$ cat config.mk
export PLATFORM = sky130hd
export DESIGN_NAME = serial_line_frame_encoder
export DESIGN_NICKNAME = d
export VERILOG_FILES = /design/src/slfe_pkg.sv /design/src/serial_line_frame_encoder.sv /design/src/slfe_front.sv /design/src/slfe_queue.sv /design/src/slfe_back.sv
export SDC_FILE = /design/constraint.sdc
export NUM_CORES = 1
export LEC_CHECK = 0
export ABC_AREA = 1
export ABC_CLOCK_PERIOD_IN_PS = 4800
export BUFFER_PORTS_ARGS = -buffer_cell sky130_fd_sc_hd__buf_4
export CORE_UTILIZATION = 30
export CTS_CLUSTER_SIZE = 8
export DETAILED_ROUTE_END_ITERATION = 10
export HOLD_SLACK_MARGIN = 0.03
export MAX_ROUTING_LAYER = met4
export PLACE_DENSITY = 0.42
export SYNTH_ARGS = -nofsm -noshare
export SYNTH_HDL_FRONTEND = slang
export SYNTH_SLANG_ARGS = --single-unit
$ cat constraint.sdc
create_clock -name clk -period 4.8 [get_ports clk]
set_input_delay 0.72 -clock clk [delete_from_list [all_inputs] [get_ports clk]]
set_output_delay 0.72 -clock clk [all_outputs]
set_load 0.02 [all_outputs]
$ cat src/slfe_pkg.sv
// shared types, constants and functions of the serial line frame encoder
// no dependencies; used by every module of the block
package slfe_pkg;

  localparam int unsigned NUM_SLOTS = 8;

  // register indexes on the configuration port
  localparam logic [0:0] REG_FRAMING_MODE = 1'b0;
  localparam logic [0:0] REG_TX_ACCM      = 1'b1;

  // framing modes
  localparam logic MODE_SLIP = 1'b0;
  localparam logic MODE_PPP  = 1'b1;

  localparam logic [7:0] SLIP_END_BYTE = 8'hC0;
  localparam logic [7:0] SLIP_ESC_BYTE = 8'hDB;
  localparam logic [7:0] SLIP_ESC_END  = 8'hDC;
  localparam logic [7:0] SLIP_ESC_ESC  = 8'hDD;
  localparam logic [7:0] PPP_FLAG_BYTE = 8'h7E;
  localparam logic [7:0] PPP_ESC_BYTE  = 8'h7D;
  localparam logic [7:0] PPP_XOR       = 8'h20;

  localparam logic [15:0] FCS_INIT = 16'hFFFF;
  localparam logic [15:0] FCS_POLY = 16'h8408;
  localparam logic [31:0] ACCM_RESET = 32'hFFFF_FFFF;

  // slot order of one word's line bytes:
  // open flag, data prefix, data, fcs low prefix, fcs low, fcs high prefix, fcs high, close flag
  localparam int unsigned SLOT_OPEN    = 0;
  localparam int unsigned SLOT_D_PRE   = 1;
  localparam int unsigned SLOT_DATA    = 2;
  localparam int unsigned SLOT_LO_PRE  = 3;
  localparam int unsigned SLOT_LO      = 4;
  localparam int unsigned SLOT_HI_PRE  = 5;
  localparam int unsigned SLOT_HI      = 6;
  localparam int unsigned SLOT_CLOSE   = 7;

  // one classified word: which slots go out, and their bytes
  typedef struct packed {
    logic [NUM_SLOTS-1:0]      mask;
    logic [NUM_SLOTS-1:0][7:0] bytes;
  } slfe_job_t;

  // queue status seen by front and back
  typedef struct packed {
    logic empty;
    logic full;
  } slfe_qstat_t;

  // crc-16/x.25 over one byte, reflected
  function automatic logic [15:0] fcs_byte(input logic [15:0] fcs, input logic [7:0] b);
    logic [15:0] c;
    c = fcs ^ {8'h00, b};
    for (int i = 0; i < 8; i++) begin
      if (c[0]) begin
        c = (c >> 1) ^ FCS_POLY;
      end else begin
        c = c >> 1;
      end
    end
    return c;
  endfunction

  // ppp escape decision for one byte under a given accm
  function automatic logic ppp_needs_esc(input logic [7:0] b, input logic [31:0] accm);
    logic esc;
    if (b[7:5] == 3'b000) begin
      esc = accm[b[4:0]];
    end else begin
      esc = (b == PPP_FLAG_BYTE) || (b == PPP_ESC_BYTE);
    end
    return esc;
  endfunction

endpackage

$ cat src/serial_line_frame_encoder.sv
// top level of the serial line frame encoder (slip / ppp async hdlc transmit framer)
// depends on slfe_pkg, slfe_front, slfe_queue, slfe_back
//
// Transmit framer for a serial line. Each input word carries one payload byte with
// frame start / end marks and an escape-all-controls flag; the block answers with one
// to eight line bytes, the final one flagged by last_of_run. A front end accepts a word,
// updates the running fcs-16 and turns the word into a job that lists the line bytes to
// send; a queue of QUEUE_DEPTH jobs decouples it from a back end that sends exactly one
// line byte per clock into an output register while out_stall is low and jobs wait.
// Input words are taken back to back as long as the queue has room, so the sustained
// rate is set by the output side: a word yields one line byte for a plain byte, two for
// an escaped one, and up to eight for an escaped word that both opens and closes a ppp
// frame with escaped fcs bytes. An accepted word passes through the queue and the back
// end's current job register to the output register. framing_mode and tx_accm are
// written through the plain write port and must only change while the block is idle.
module serial_line_frame_encoder #(
  parameter int unsigned QUEUE_DEPTH = 4
) (
  input  logic        clk,
  input  logic        rst,
  // configuration write port
  input  logic        cfg_wr_en,
  input  logic [0:0]  cfg_index,
  input  logic [31:0] cfg_data,
  // input words
  input  logic        in_valid,
  output logic        in_stall,
  input  logic [7:0]  data_byte,
  input  logic        frame_start,
  input  logic        frame_end,
  input  logic        escape_all_controls,
  // output words
  output logic        out_valid,
  input  logic        out_stall,
  output logic [7:0]  line_byte,
  output logic        last_of_run
);

  logic                  framing_mode;
  logic [31:0]           tx_accm;
  logic                  push;
  logic                  pop;
  slfe_pkg::slfe_job_t   push_job;
  slfe_pkg::slfe_job_t   head_job;
  slfe_pkg::slfe_qstat_t qstat;

  // configuration registers
  always_ff @(posedge clk) begin
    if (rst) begin
      framing_mode <= slfe_pkg::MODE_SLIP;
      tx_accm      <= slfe_pkg::ACCM_RESET;
    end else if (cfg_wr_en) begin
      case (cfg_index)
        slfe_pkg::REG_FRAMING_MODE: framing_mode <= cfg_data[0];
        slfe_pkg::REG_TX_ACCM:      tx_accm      <= cfg_data;
        default: ;
      endcase
    end
  end

  // input is held off only while the job queue is full
  assign in_stall = qstat.full;

  // classify each word and keep the fcs
  slfe_front u_front (
    .clk                 (clk),
    .rst                 (rst),
    .in_valid            (in_valid),
    .data_byte           (data_byte),
    .frame_start         (frame_start),
    .frame_end           (frame_end),
    .escape_all_controls (escape_all_controls),
    .framing_mode        (framing_mode),
    .tx_accm             (tx_accm),
    .qstat               (qstat),
    .push                (push),
    .job                 (push_job)
  );

  // jobs waiting for the line
  slfe_queue #(
    .DEPTH (QUEUE_DEPTH)
  ) u_queue (
    .clk      (clk),
    .rst      (rst),
    .push     (push),
    .push_job (push_job),
    .pop      (pop),
    .head_job (head_job),
    .qstat    (qstat)
  );

  // one line byte per cycle while the output is not stalled
  slfe_back u_back (
    .clk         (clk),
    .rst         (rst),
    .head_job    (head_job),
    .qstat       (qstat),
    .pop         (pop),
    .out_valid   (out_valid),
    .out_stall   (out_stall),
    .line_byte   (line_byte),
    .last_of_run (last_of_run)
  );

endmodule

$ cat src/slfe_front.sv
// front end: takes input words, runs the fcs and classifies each word into a job
// depends on slfe_pkg
module slfe_front (
  input  logic                 clk,
  input  logic                 rst,
  input  logic                 in_valid,
  input  logic [7:0]           data_byte,
  input  logic                 frame_start,
  input  logic                 frame_end,
  input  logic                 escape_all_controls,
  input  logic                 framing_mode,
  input  logic [31:0]          tx_accm,
  input  slfe_pkg::slfe_qstat_t qstat,
  output logic                 push,
  output slfe_pkg::slfe_job_t  job
);

  logic [15:0] running_fcs;
  logic [15:0] running_fcs_next;
  logic [15:0] fcs_base;
  logic [15:0] fcs_new;
  logic [15:0] fcs_out;
  logic [31:0] accm;
  logic        d_esc;
  logic        lo_esc;
  logic        hi_esc;
  logic        is_ppp;

  assign push   = in_valid && !qstat.full;
  assign is_ppp = (framing_mode == slfe_pkg::MODE_PPP);

  always_comb begin
    fcs_base = frame_start ? slfe_pkg::FCS_INIT : running_fcs;
    fcs_new  = slfe_pkg::fcs_byte(fcs_base, data_byte);
    fcs_out  = fcs_new ^ slfe_pkg::FCS_INIT;
    accm     = escape_all_controls ? slfe_pkg::ACCM_RESET : tx_accm;
    running_fcs_next = is_ppp ? fcs_new : fcs_base;

    if (is_ppp) begin
      d_esc = slfe_pkg::ppp_needs_esc(data_byte, accm);
    end else begin
      d_esc = (data_byte == slfe_pkg::SLIP_END_BYTE) || (data_byte == slfe_pkg::SLIP_ESC_BYTE);
    end
    lo_esc = slfe_pkg::ppp_needs_esc(fcs_out[7:0], accm);
    hi_esc = slfe_pkg::ppp_needs_esc(fcs_out[15:8], accm);

    job.mask = '0;
    job.mask[slfe_pkg::SLOT_OPEN]   = frame_start;
    job.mask[slfe_pkg::SLOT_D_PRE]  = d_esc;
    job.mask[slfe_pkg::SLOT_DATA]   = 1'b1;
    job.mask[slfe_pkg::SLOT_LO_PRE] = is_ppp && frame_end && lo_esc;
    job.mask[slfe_pkg::SLOT_LO]     = is_ppp && frame_end;
    job.mask[slfe_pkg::SLOT_HI_PRE] = is_ppp && frame_end && hi_esc;
    job.mask[slfe_pkg::SLOT_HI]     = is_ppp && frame_end;
    job.mask[slfe_pkg::SLOT_CLOSE]  = frame_end;

    job.bytes = '0;
    if (is_ppp) begin
      job.bytes[slfe_pkg::SLOT_OPEN]   = slfe_pkg::PPP_FLAG_BYTE;
      job.bytes[slfe_pkg::SLOT_D_PRE]  = slfe_pkg::PPP_ESC_BYTE;
      job.bytes[slfe_pkg::SLOT_DATA]   = d_esc ? (data_byte ^ slfe_pkg::PPP_XOR) : data_byte;
      job.bytes[slfe_pkg::SLOT_CLOSE]  = slfe_pkg::PPP_FLAG_BYTE;
    end else begin
      job.bytes[slfe_pkg::SLOT_OPEN]   = slfe_pkg::SLIP_END_BYTE;
      job.bytes[slfe_pkg::SLOT_D_PRE]  = slfe_pkg::SLIP_ESC_BYTE;
      if (!d_esc) begin
        job.bytes[slfe_pkg::SLOT_DATA] = data_byte;
      end else if (data_byte == slfe_pkg::SLIP_END_BYTE) begin
        job.bytes[slfe_pkg::SLOT_DATA] = slfe_pkg::SLIP_ESC_END;
      end else begin
        job.bytes[slfe_pkg::SLOT_DATA] = slfe_pkg::SLIP_ESC_ESC;
      end
      job.bytes[slfe_pkg::SLOT_CLOSE]  = slfe_pkg::SLIP_END_BYTE;
    end
    job.bytes[slfe_pkg::SLOT_LO_PRE] = slfe_pkg::PPP_ESC_BYTE;
    job.bytes[slfe_pkg::SLOT_LO]     = lo_esc ? (fcs_out[7:0] ^ slfe_pkg::PPP_XOR) : fcs_out[7:0];
    job.bytes[slfe_pkg::SLOT_HI_PRE] = slfe_pkg::PPP_ESC_BYTE;
    job.bytes[slfe_pkg::SLOT_HI]     = hi_esc ? (fcs_out[15:8] ^ slfe_pkg::PPP_XOR)
                                              : fcs_out[15:8];
  end

  always_ff @(posedge clk) begin
    if (rst) begin
      running_fcs <= slfe_pkg::FCS_INIT;
    end else if (push) begin
      running_fcs <= running_fcs_next;
    end
  end

endmodule

$ cat src/slfe_queue.sv
// short job queue between front and back end
// depends on slfe_pkg
module slfe_queue #(
  parameter int unsigned DEPTH = 4
) (
  input  logic                  clk,
  input  logic                  rst,
  input  logic                  push,
  input  slfe_pkg::slfe_job_t   push_job,
  input  logic                  pop,
  output slfe_pkg::slfe_job_t   head_job,
  output slfe_pkg::slfe_qstat_t qstat
);

  localparam int unsigned PTR_W = (DEPTH > 1) ? $clog2(DEPTH) : 1;
  localparam int unsigned CNT_W = $clog2(DEPTH + 1);
  localparam logic [PTR_W-1:0] LAST_PTR = PTR_W'(DEPTH - 1);
  localparam logic [CNT_W-1:0] FULL_CNT = CNT_W'(DEPTH);

  slfe_pkg::slfe_job_t slots [DEPTH];
  logic [PTR_W-1:0] wr_ptr;
  logic [PTR_W-1:0] rd_ptr;
  logic [CNT_W-1:0] count;
  logic             do_push;
  logic             do_pop;

  assign qstat.empty = (count == '0);
  assign qstat.full  = (count == FULL_CNT);
  assign head_job    = slots[rd_ptr];
  assign do_push     = push && !qstat.full;
  assign do_pop      = pop && !qstat.empty;

  always_ff @(posedge clk) begin
    if (rst) begin
      wr_ptr <= '0;
      rd_ptr <= '0;
      count  <= '0;
    end else begin
      if (do_push) begin
        wr_ptr <= (wr_ptr == LAST_PTR) ? '0 : wr_ptr + 1'b1;
      end
      if (do_pop) begin
        rd_ptr <= (rd_ptr == LAST_PTR) ? '0 : rd_ptr + 1'b1;
      end
      if (do_push && !do_pop) begin
        count <= count + 1'b1;
      end else if (do_pop && !do_push) begin
        count <= count - 1'b1;
      end
    end
  end

  always_ff @(posedge clk) begin
    if (do_push) begin
      slots[wr_ptr] <= push_job;
    end
  end

endmodule

$ cat src/slfe_back.sv
// back end: walks the slots of one job and drives one line byte per cycle while the output is not stalled
// depends on slfe_pkg
module slfe_back (
  input  logic                  clk,
  input  logic                  rst,
  input  slfe_pkg::slfe_job_t   head_job,
  input  slfe_pkg::slfe_qstat_t qstat,
  output logic                  pop,
  output logic                  out_valid,
  input  logic                  out_stall,
  output logic [7:0]            line_byte,
  output logic                  last_of_run
);

  logic                                cur_valid;
  logic [slfe_pkg::NUM_SLOTS-1:0]      cur_mask;
  logic [slfe_pkg::NUM_SLOTS-1:0][7:0] cur_bytes;
  logic [2:0]                          sel;
  logic [slfe_pkg::NUM_SLOTS-1:0]      rem;
  logic                                found;
  logic                                out_free;
  logic                                advance;
  logic                                done;

  // lowest pending slot goes next
  always_comb begin
    sel   = '0;
    found = 1'b0;
    for (int i = 0; i < slfe_pkg::NUM_SLOTS; i++) begin
      if (cur_mask[i] && !found) begin
        sel   = 3'(i);
        found = 1'b1;
      end
    end
    rem      = cur_mask;
    rem[sel] = 1'b0;
    out_free = !out_valid || !out_stall;
    advance  = cur_valid && out_free;
    done     = advance && (rem == '0);
    pop      = !qstat.empty && (!cur_valid || done);
  end

  always_ff @(posedge clk) begin
    if (rst) begin
      cur_valid <= 1'b0;
      out_valid <= 1'b0;
    end else begin
      if (advance) begin
        out_valid <= 1'b1;
      end else if (out_free) begin
        out_valid <= 1'b0;
      end
      if (pop) begin
        cur_valid <= 1'b1;
      end else if (done) begin
        cur_valid <= 1'b0;
      end
    end
  end

  always_ff @(posedge clk) begin
    if (advance) begin
      line_byte   <= cur_bytes[sel];
      last_of_run <= (rem == '0);
    end
    if (pop) begin
      cur_mask  <= head_job.mask;
      cur_bytes <= head_job.bytes;
    end else if (advance) begin
      cur_mask  <= rem;
    end
  end

endmodule

==> results of run 1 <==
-- state kept, by name, summed over array words and instances, names as in the netlist, named ones only --
signal	count
u_queue.slots	128
tx_accm	32
u_back.cur_bytes	26
u_front.running_fcs	16
u_back.cur_mask	8
u_back.line_byte	8
u_queue.count	3
u_queue.rd_ptr	2
u_queue.wr_ptr	2
framing_mode	1
u_back.cur_valid	1
u_back.last_of_run	1
u_back.out_valid	1
-- routing by layer --
metal	vias up	share of wire [%]	track usage, %	wire [um]
met5	-	0	-	0
met4	0	1.7	4.507	559
met3	50	4.6	2.661	1503
met2	207	46	27.85	14730
met1	4033	48	25.60	15550
li1	4140	-	-	-
-- path summary, 6_finish.rpt --
check,from,to,slack [ns],depth (start not counted)
setup / recovery,u_back.cur_mask[2],u_queue.count[2],1.82,17
hold / removal,cfg_data[16],tx_accm[16],0.41,3
setup reg to reg,u_back.cur_mask[2],u_queue.count[2],1.82,17
hold reg to reg,u_queue.count[2],u_queue.count[2],0.45,1
-- where the power goes --
part	total (W)	switching (W)	internal (W)
combinational	0.00213	0.00151	0.000621
clock	0.00220	0.000849	0.00135
sequential	0.00292	0.000193	0.00273
-- tightest hold or removal path: cells and delay by family --
kind / cells / cell delay [ns]
simple gates: 2 / 0.09
buf+inv: 1 / 0.07
-- Yosys cell counts (all sizes together), types with 8 or more instances --
library cell / number / area share [%]
dfxtp: 60 / 11
inv: 102 / 3.5
xor2: 11 / 1.5
nand2: 257 / 9.7
nand3: 127 / 6.1
clkbuf: 34 / 1.2
nor2: 149 / 5.7
a21oi: 39 / 1.8
o211ai: 8 / 0.55
o22ai: 36 / 2.1
buf: 14 / 0.92
o21ai: 110 / 5.2
edfxtp: 171 / 47
-- cells by family (layout without fill, tap and decap cells) --
family                   after synthesis  in the layout  synth area share, %
AND/OR/NAND/NOR                      556            556                22.74
buffers and inverters                152            235                5.697
flip-flops                           231            231                57.93
XOR/XNOR                              14             14                1.739
adder cells (fa/ha/maj)                8              8               0.9837
AO/OA/AOI/OAI                        211            211                10.91
-- cell type report --
cell class	count	area (um^2)
fill	3681	22910
clock inverter	1	8.758
multi-input combinational	789	4009
timing repair buffer	72	540.5
inverter	104	395.4
tap	461	576.8
clock buffer	58	962.2
sequential	231	6337
-- through the flow --
step / setup WS, ns / total power (W) / utilization [%]
after floorplan: 1.697 / 0.004331 / -
after global placement: 1.451 / 0.005150 / 33.18
after detailed placement: 1.475 / 0.005141 / 33.18
after CTS: 1.783 / 0.007382 / 35.90
after global routing: 1.510 / 0.007703 / 35.90
final: 1.821 / 0.007252 / 35.90
==> metrics.cfg, run 1 <==
[run_status]
outcome=finished with violations
violations=design-rule violations

[worst_setup_path]
crit_buf_inv=0
max_stage_delay_ns=0.43
cp-start-kind=flip-flop
cp_cell_sequence=nor2_2 > nand2_2 > nor2_2 > nand2_2 > nor2_2 > nand2_2 > nand2_2 > nand3_1 > or2_4 > o21ai_4 > nand2_4 > ha_1 > fa_1 > a21oi_1 > o21a_1 > o21ai_0 > a21oi_1
path_common_cell=nand2_2
end_kind=flip-flop
slowest_stage=edfxtp_1
path_delay_family=simple AND/OR/NAND/NOR gates
worstPathArrival_ns=3.41
critical_path_class=reg2reg
cp.required_ns=5.23
cp_max_fo=8

[yosys]
ys_seq_area_share_pct=57.93
synthesis.area_mm2=0.01094
synth_fp_nets=1229
async_reset_ff_share_pct=0
ys_warn_count=0
synth_flop_cell=edfxtp_1
synth_edf_count=171
yosysUniqueCellTypes=51
synth_cells=1172
syn-mean-instance-area_um2=9.333
synth-seq-cells=231

[sta]
fmax_ghz=0.3357
tns_ns=0
whs_ns=0.4122
hold_viol=0
clock-skew-final_ns=0.01334
worst_pin_slew_ns=0.9818
report.final.slew_viol_count=0
setup_viol_count_final=0
rsz0062_at_grt=false
slew_headroom_pct=34.47
post-route-min-period_ns=2.979
finalCritPeriodShare_pct=62.07

[route]
wl_um=32340
num_vias=8430
first_pass_iters=8
ant_nets=0
drc=4
wl_per_cell_um=18.85
drt_iter0_drc=687
vias_per_cell=4.913

[min_path]
min_path_type=in2reg

[cells_and_area]
drive_gt1_share_pct=14.34
diodes=0
final_nets=1289
finalNonFillerCells=1716
area_growth_pct=17.30
most-common-layout-cells=nand2_1 (234), edfxtp_1 (171), nor2_1 (131), nand3_1 (124), o21ai_0 (106)
mostFrequentLayoutCell=nand2_1
design_area_mm2=0.01283

[clock_network]
cts_hold_buf=0
clockBufferDepth=3
root_buffer=clkbuf_16
htreeDepth=2
clock-sinks=231
cts_setup_buffers=0
numCtsBuffers=34
cts_resized=0
worstSkewPairLatency_ns=0.50
clk_pin_slew_worst_paths_ns=0.05
cts_tree=done

[grt]
grt_max_degree=49
antenna_found_initial=1
grt_pass1_vias=7890
grt_pass1_wl_um=49340
grt.overflow.total=0
gr-usage-all-layers_pct=18.31

[job]
maxCapViolCount=0

[floorplan]
rows=69
core_mm2=0.03574
die-area_mm2=0.03723
num_io_pins=60
start_util_pct=30.60
die_w_um=192.9
fp.dieH_um=192.9

[power]
leakagePower_nw=5.008
irDropWorstVdd_v=0.0002522
cellPowerDensity_mw_per_mm2=565.3

[place]
place.gp.congestion=0.8596
place_hpwl_um=21560
dp_cells=1657
place_area_mm2=0.01186
io_buffers=59

No activity file was read; power rests on OpenSTA's default activity.
==> run 2: changes to the inputs <==
- ABC_CLOCK_PERIOD_IN_PS: 4800 -> 2900
- clock period: 4.8 -> 2.9 ns (I/O delays scaled with it)
==> run 2 against run 1 <==
Against the previous run:
- final cell count increased by 3.4%
- largest power group unchanged
- critical path depth unchanged
- the run still ends with design-rule violations left
- count of clock-buffer cells in the layout unchanged
- final area increased by 4.4%
- die area unchanged
- total power increased by 70%
- sequential share of layout area decreased by 2.1 points
- critical endpoint unchanged
==> metrics.cfg, run 2 (synthesized netlist as in run 1, its figures left out) <==
[grt]
grt_pass1_vias=8146  ; was 7890
grt_pass1_wl_um=48400  ; was 49340 um
grt.overflow.total=0  ; unchanged
grt_max_degree=65  ; was 49
gr-usage-all-layers_pct=17.90  ; was 18.31%
antenna_found_initial=0  ; was 1

[worst_setup_path]
slowest_stage=edfxtp_1  ; unchanged
cp_max_fo=4  ; was 8
critical_path_class=reg2reg  ; unchanged
crit_buf_inv=0  ; unchanged
end_kind=flip-flop  ; unchanged
cp_cell_sequence=nor2_4 > nand2_4 > nor2_4 > nand2_2 > nor2_2 > nand2_2 > nand2_2 > nand3_1 > or2_4 > o21ai_4 > nand2_4 > ha_2 > fa_2 > a21oi_1 > o21a_1 > o21ai_0 > a21oi_1  ; was nor2_2 > nand2_2 > nor2_2 > nand2_2 > nor2_2 > nand2_2 > nand2_2 > nand3_1 > or2_4 > o21ai_4 > nand2_4 > ha_1 > fa_1 > a21oi_1 > o21a_1 > o21ai_0 > a21oi_1
worstPathArrival_ns=3.15  ; was 3.41 ns
path_common_cell=nand2_2  ; unchanged
cp.required_ns=3.34  ; was 5.23 ns
max_stage_delay_ns=0.43  ; about the same
path_delay_family=simple AND/OR/NAND/NOR gates  ; unchanged
cp-start-kind=flip-flop  ; unchanged

[place]
io_buffers=59  ; unchanged
place.gp.congestion=0.8858  ; was 0.8596
place_hpwl_um=21520  ; was 21560 um
dp_cells=1711  ; was 1657
place_area_mm2=0.01235  ; was 0.01186 mm^2

[route]
first_pass_iters=8  ; unchanged
num_vias=8582  ; was 8430
vias_per_cell=4.835  ; was 4.913
drt_iter0_drc=501  ; was 687
ant_nets=0  ; unchanged
wl_per_cell_um=17.79  ; was 18.85 um
drc=4  ; unchanged
wl_um=31570  ; was 32340 um

[cells_and_area]
largest_register_ffs=128  ; unchanged
drive_gt1_share_pct=18.42  ; was 14.34%
finalNonFillerCells=1775  ; was 1716
area_growth_pct=22.43  ; was 17.30%
most-common-layout-cells=nand2_1 (234), edfxtp_1 (171), nor2_1 (131), nand3_1 (124), buf_4 (123)  ; was nand2_1 (234), edfxtp_1 (171), nor2_1 (131), nand3_1 (124), o21ai_0 (106)
mostFrequentLayoutCell=nand2_1  ; unchanged
reg_top3=u_queue.slots (128), tx_accm (32), u_back.cur_bytes (26)  ; unchanged
final_nets=1348  ; was 1289
regMostFlops=u_queue.slots  ; unchanged
design_area_mm2=0.01339  ; was 0.01283 mm^2
diodes=0  ; unchanged

[floorplan]
core_mm2=0.03574  ; unchanged
fp.dieH_um=192.9  ; unchanged
die-area_mm2=0.03723  ; unchanged
start_util_pct=30.60  ; unchanged
rows=69  ; unchanged
num_io_pins=60  ; unchanged
die_w_um=192.9  ; unchanged

[clock_network]
clock-sinks=231  ; unchanged
clk_pin_slew_worst_paths_ns=0.05  ; about the same
cts_tree=done  ; unchanged
numCtsBuffers=35  ; was 34
clockBufferDepth=3  ; unchanged
root_buffer=clkbuf_16  ; unchanged
htreeDepth=2  ; unchanged
cts_hold_buf=0  ; unchanged
worstSkewPairLatency_ns=0.51  ; was 0.50 ns

[sta]
setup_viol_count_final=0  ; unchanged
hold_viol=0  ; unchanged
fmax_ghz=0.3681  ; was 0.3357 GHz
slew_headroom_pct=39.08  ; was 34.47%
worst_pin_slew_ns=0.9127  ; was 0.9818 ns
post-route-min-period_ns=2.717  ; was 2.979 ns
finalCritPeriodShare_pct=93.68  ; was 62.07%
rsz0062_at_grt=true  ; was false
report.final.slew_viol_count=0  ; unchanged
clock-skew-final_ns=0.01551  ; was 0.01334 ns

[run_status]
outcome=finished with violations  ; unchanged
violations=design-rule violations  ; unchanged

[power]
cellPowerDensity_mw_per_mm2=919.5  ; was 565.3 mW/mm^2
irDropWorstVdd_v=0.0004251  ; was 0.0002522 V
leakagePower_nw=5.330  ; was 5.008 nW

[job]
maxCapViolCount=0  ; unchanged

[min_path]
min_path_type=in2reg  ; unchanged

==> run 2: changes by cell type in the layout (fill, tap and decap cells not counted), moves of 2 or more <==
cell | previous run | this run
nor2_4 | 9 | 11
buf_4 | 72 | 123
buf_12 | 0 | 7
nor2_2 | 9 | 7
==> run 2: worst paths after layout <==
| kind | startpoint | endpoint | slack (ns) | depth (start not counted) |
|---|---|---|---|---|
| setup / recovery | u_back.cur_mask[1] | u_queue.count[2] | 0.18 | 17 |
| hold / removal | rst | u_back.out_valid | 0.12 | 2 |
| setup reg to reg | u_back.cur_mask[1] | u_queue.count[2] | 0.18 | 17 |
| hold reg to reg | u_front.running_fcs[11] | u_front.running_fcs[11] | 0.44 | 2 |
==> run 2: area by class of cell <==
| type | count | area, um^2 |
|---|---|---|
| clock buffer | 58 | 972.2 |
| clock inverter | 2 | 17.52 |
| fill | 3631 | 22350 |
| inverter | 104 | 395.4 |
| multi-input combinational | 789 | 4029 |
| sequential | 231 | 6337 |
| tap | 461 | 576.8 |
| timing repair buffer | 130 | 1064 |
==> run 2: per-stage QoR <==
| stage | hold WS (ns) | setup TNS [ns] | utilization (%) | setup slack [ns] | power (W) |
|---|---|---|---|---|---|
| floorplan | 0.4198 | 0 | - | 0.05626 | 0.007168 |
| global placement | 0.4305 | -0.3438 | 34.56 | -0.07080 | 0.008710 |
| detailed placement | 0.4353 | -0.4075 | 34.56 | -0.06638 | 0.008706 |
| CTS | 0.09730 | 0 | 37.33 | 0.06414 | 0.01243 |
| global route | 0.1039 | -0.05466 | 37.47 | -0.05466 | 0.01309 |
| finish | 0.1194 | 0 | 37.47 | 0.1833 | 0.01231 |
==> run 2: where the power goes <==
part	total, W	switching (W)	internal (W)
Sequential	0.00482	0.000308	0.00451
Combinational	0.00383	0.00256	0.00128
Clock	0.00366	0.00139	0.00226
Total	0.0123	0.00426	0.00806
==> run 2: routing by layer <==
metal | wire length, um | global-route usage (%) | part of all wire (%)
met1 | 14990 | 24.33 | 47
met3 | 1103 | 2.371 | 3.5
met4 | 726 | 6.070 | 2.3
met5 | 0 | - | 0
met2 | 14750 | 27.45 | 47
==> run 2: timing repair <==
action,in CTS,in global routing
endpoints found under the hold margin,0,0
resized for setup,0,5
setup endpoints to repair,0,1
setup buffers,0,4
==> run 2: worst register-to-register path: stages (launching register included) <==
cell	delay [ns]
edfxtp_1	0.43
nor2_4	0.19
nand2_4	0.08
nor2_4	0.09
nand2_2	0.06
nor2_2	0.09
nand2_2	0.06
nand2_2	0.06
nand3_1	0.06
or2_4	0.28
o21ai_4	0.17
nand2_4	0.06
ha_2	0.19
fa_2	0.34
a21oi_1	0.13
o21a_1	0.15
o21ai_0	0.07
a21oi_1	0.14
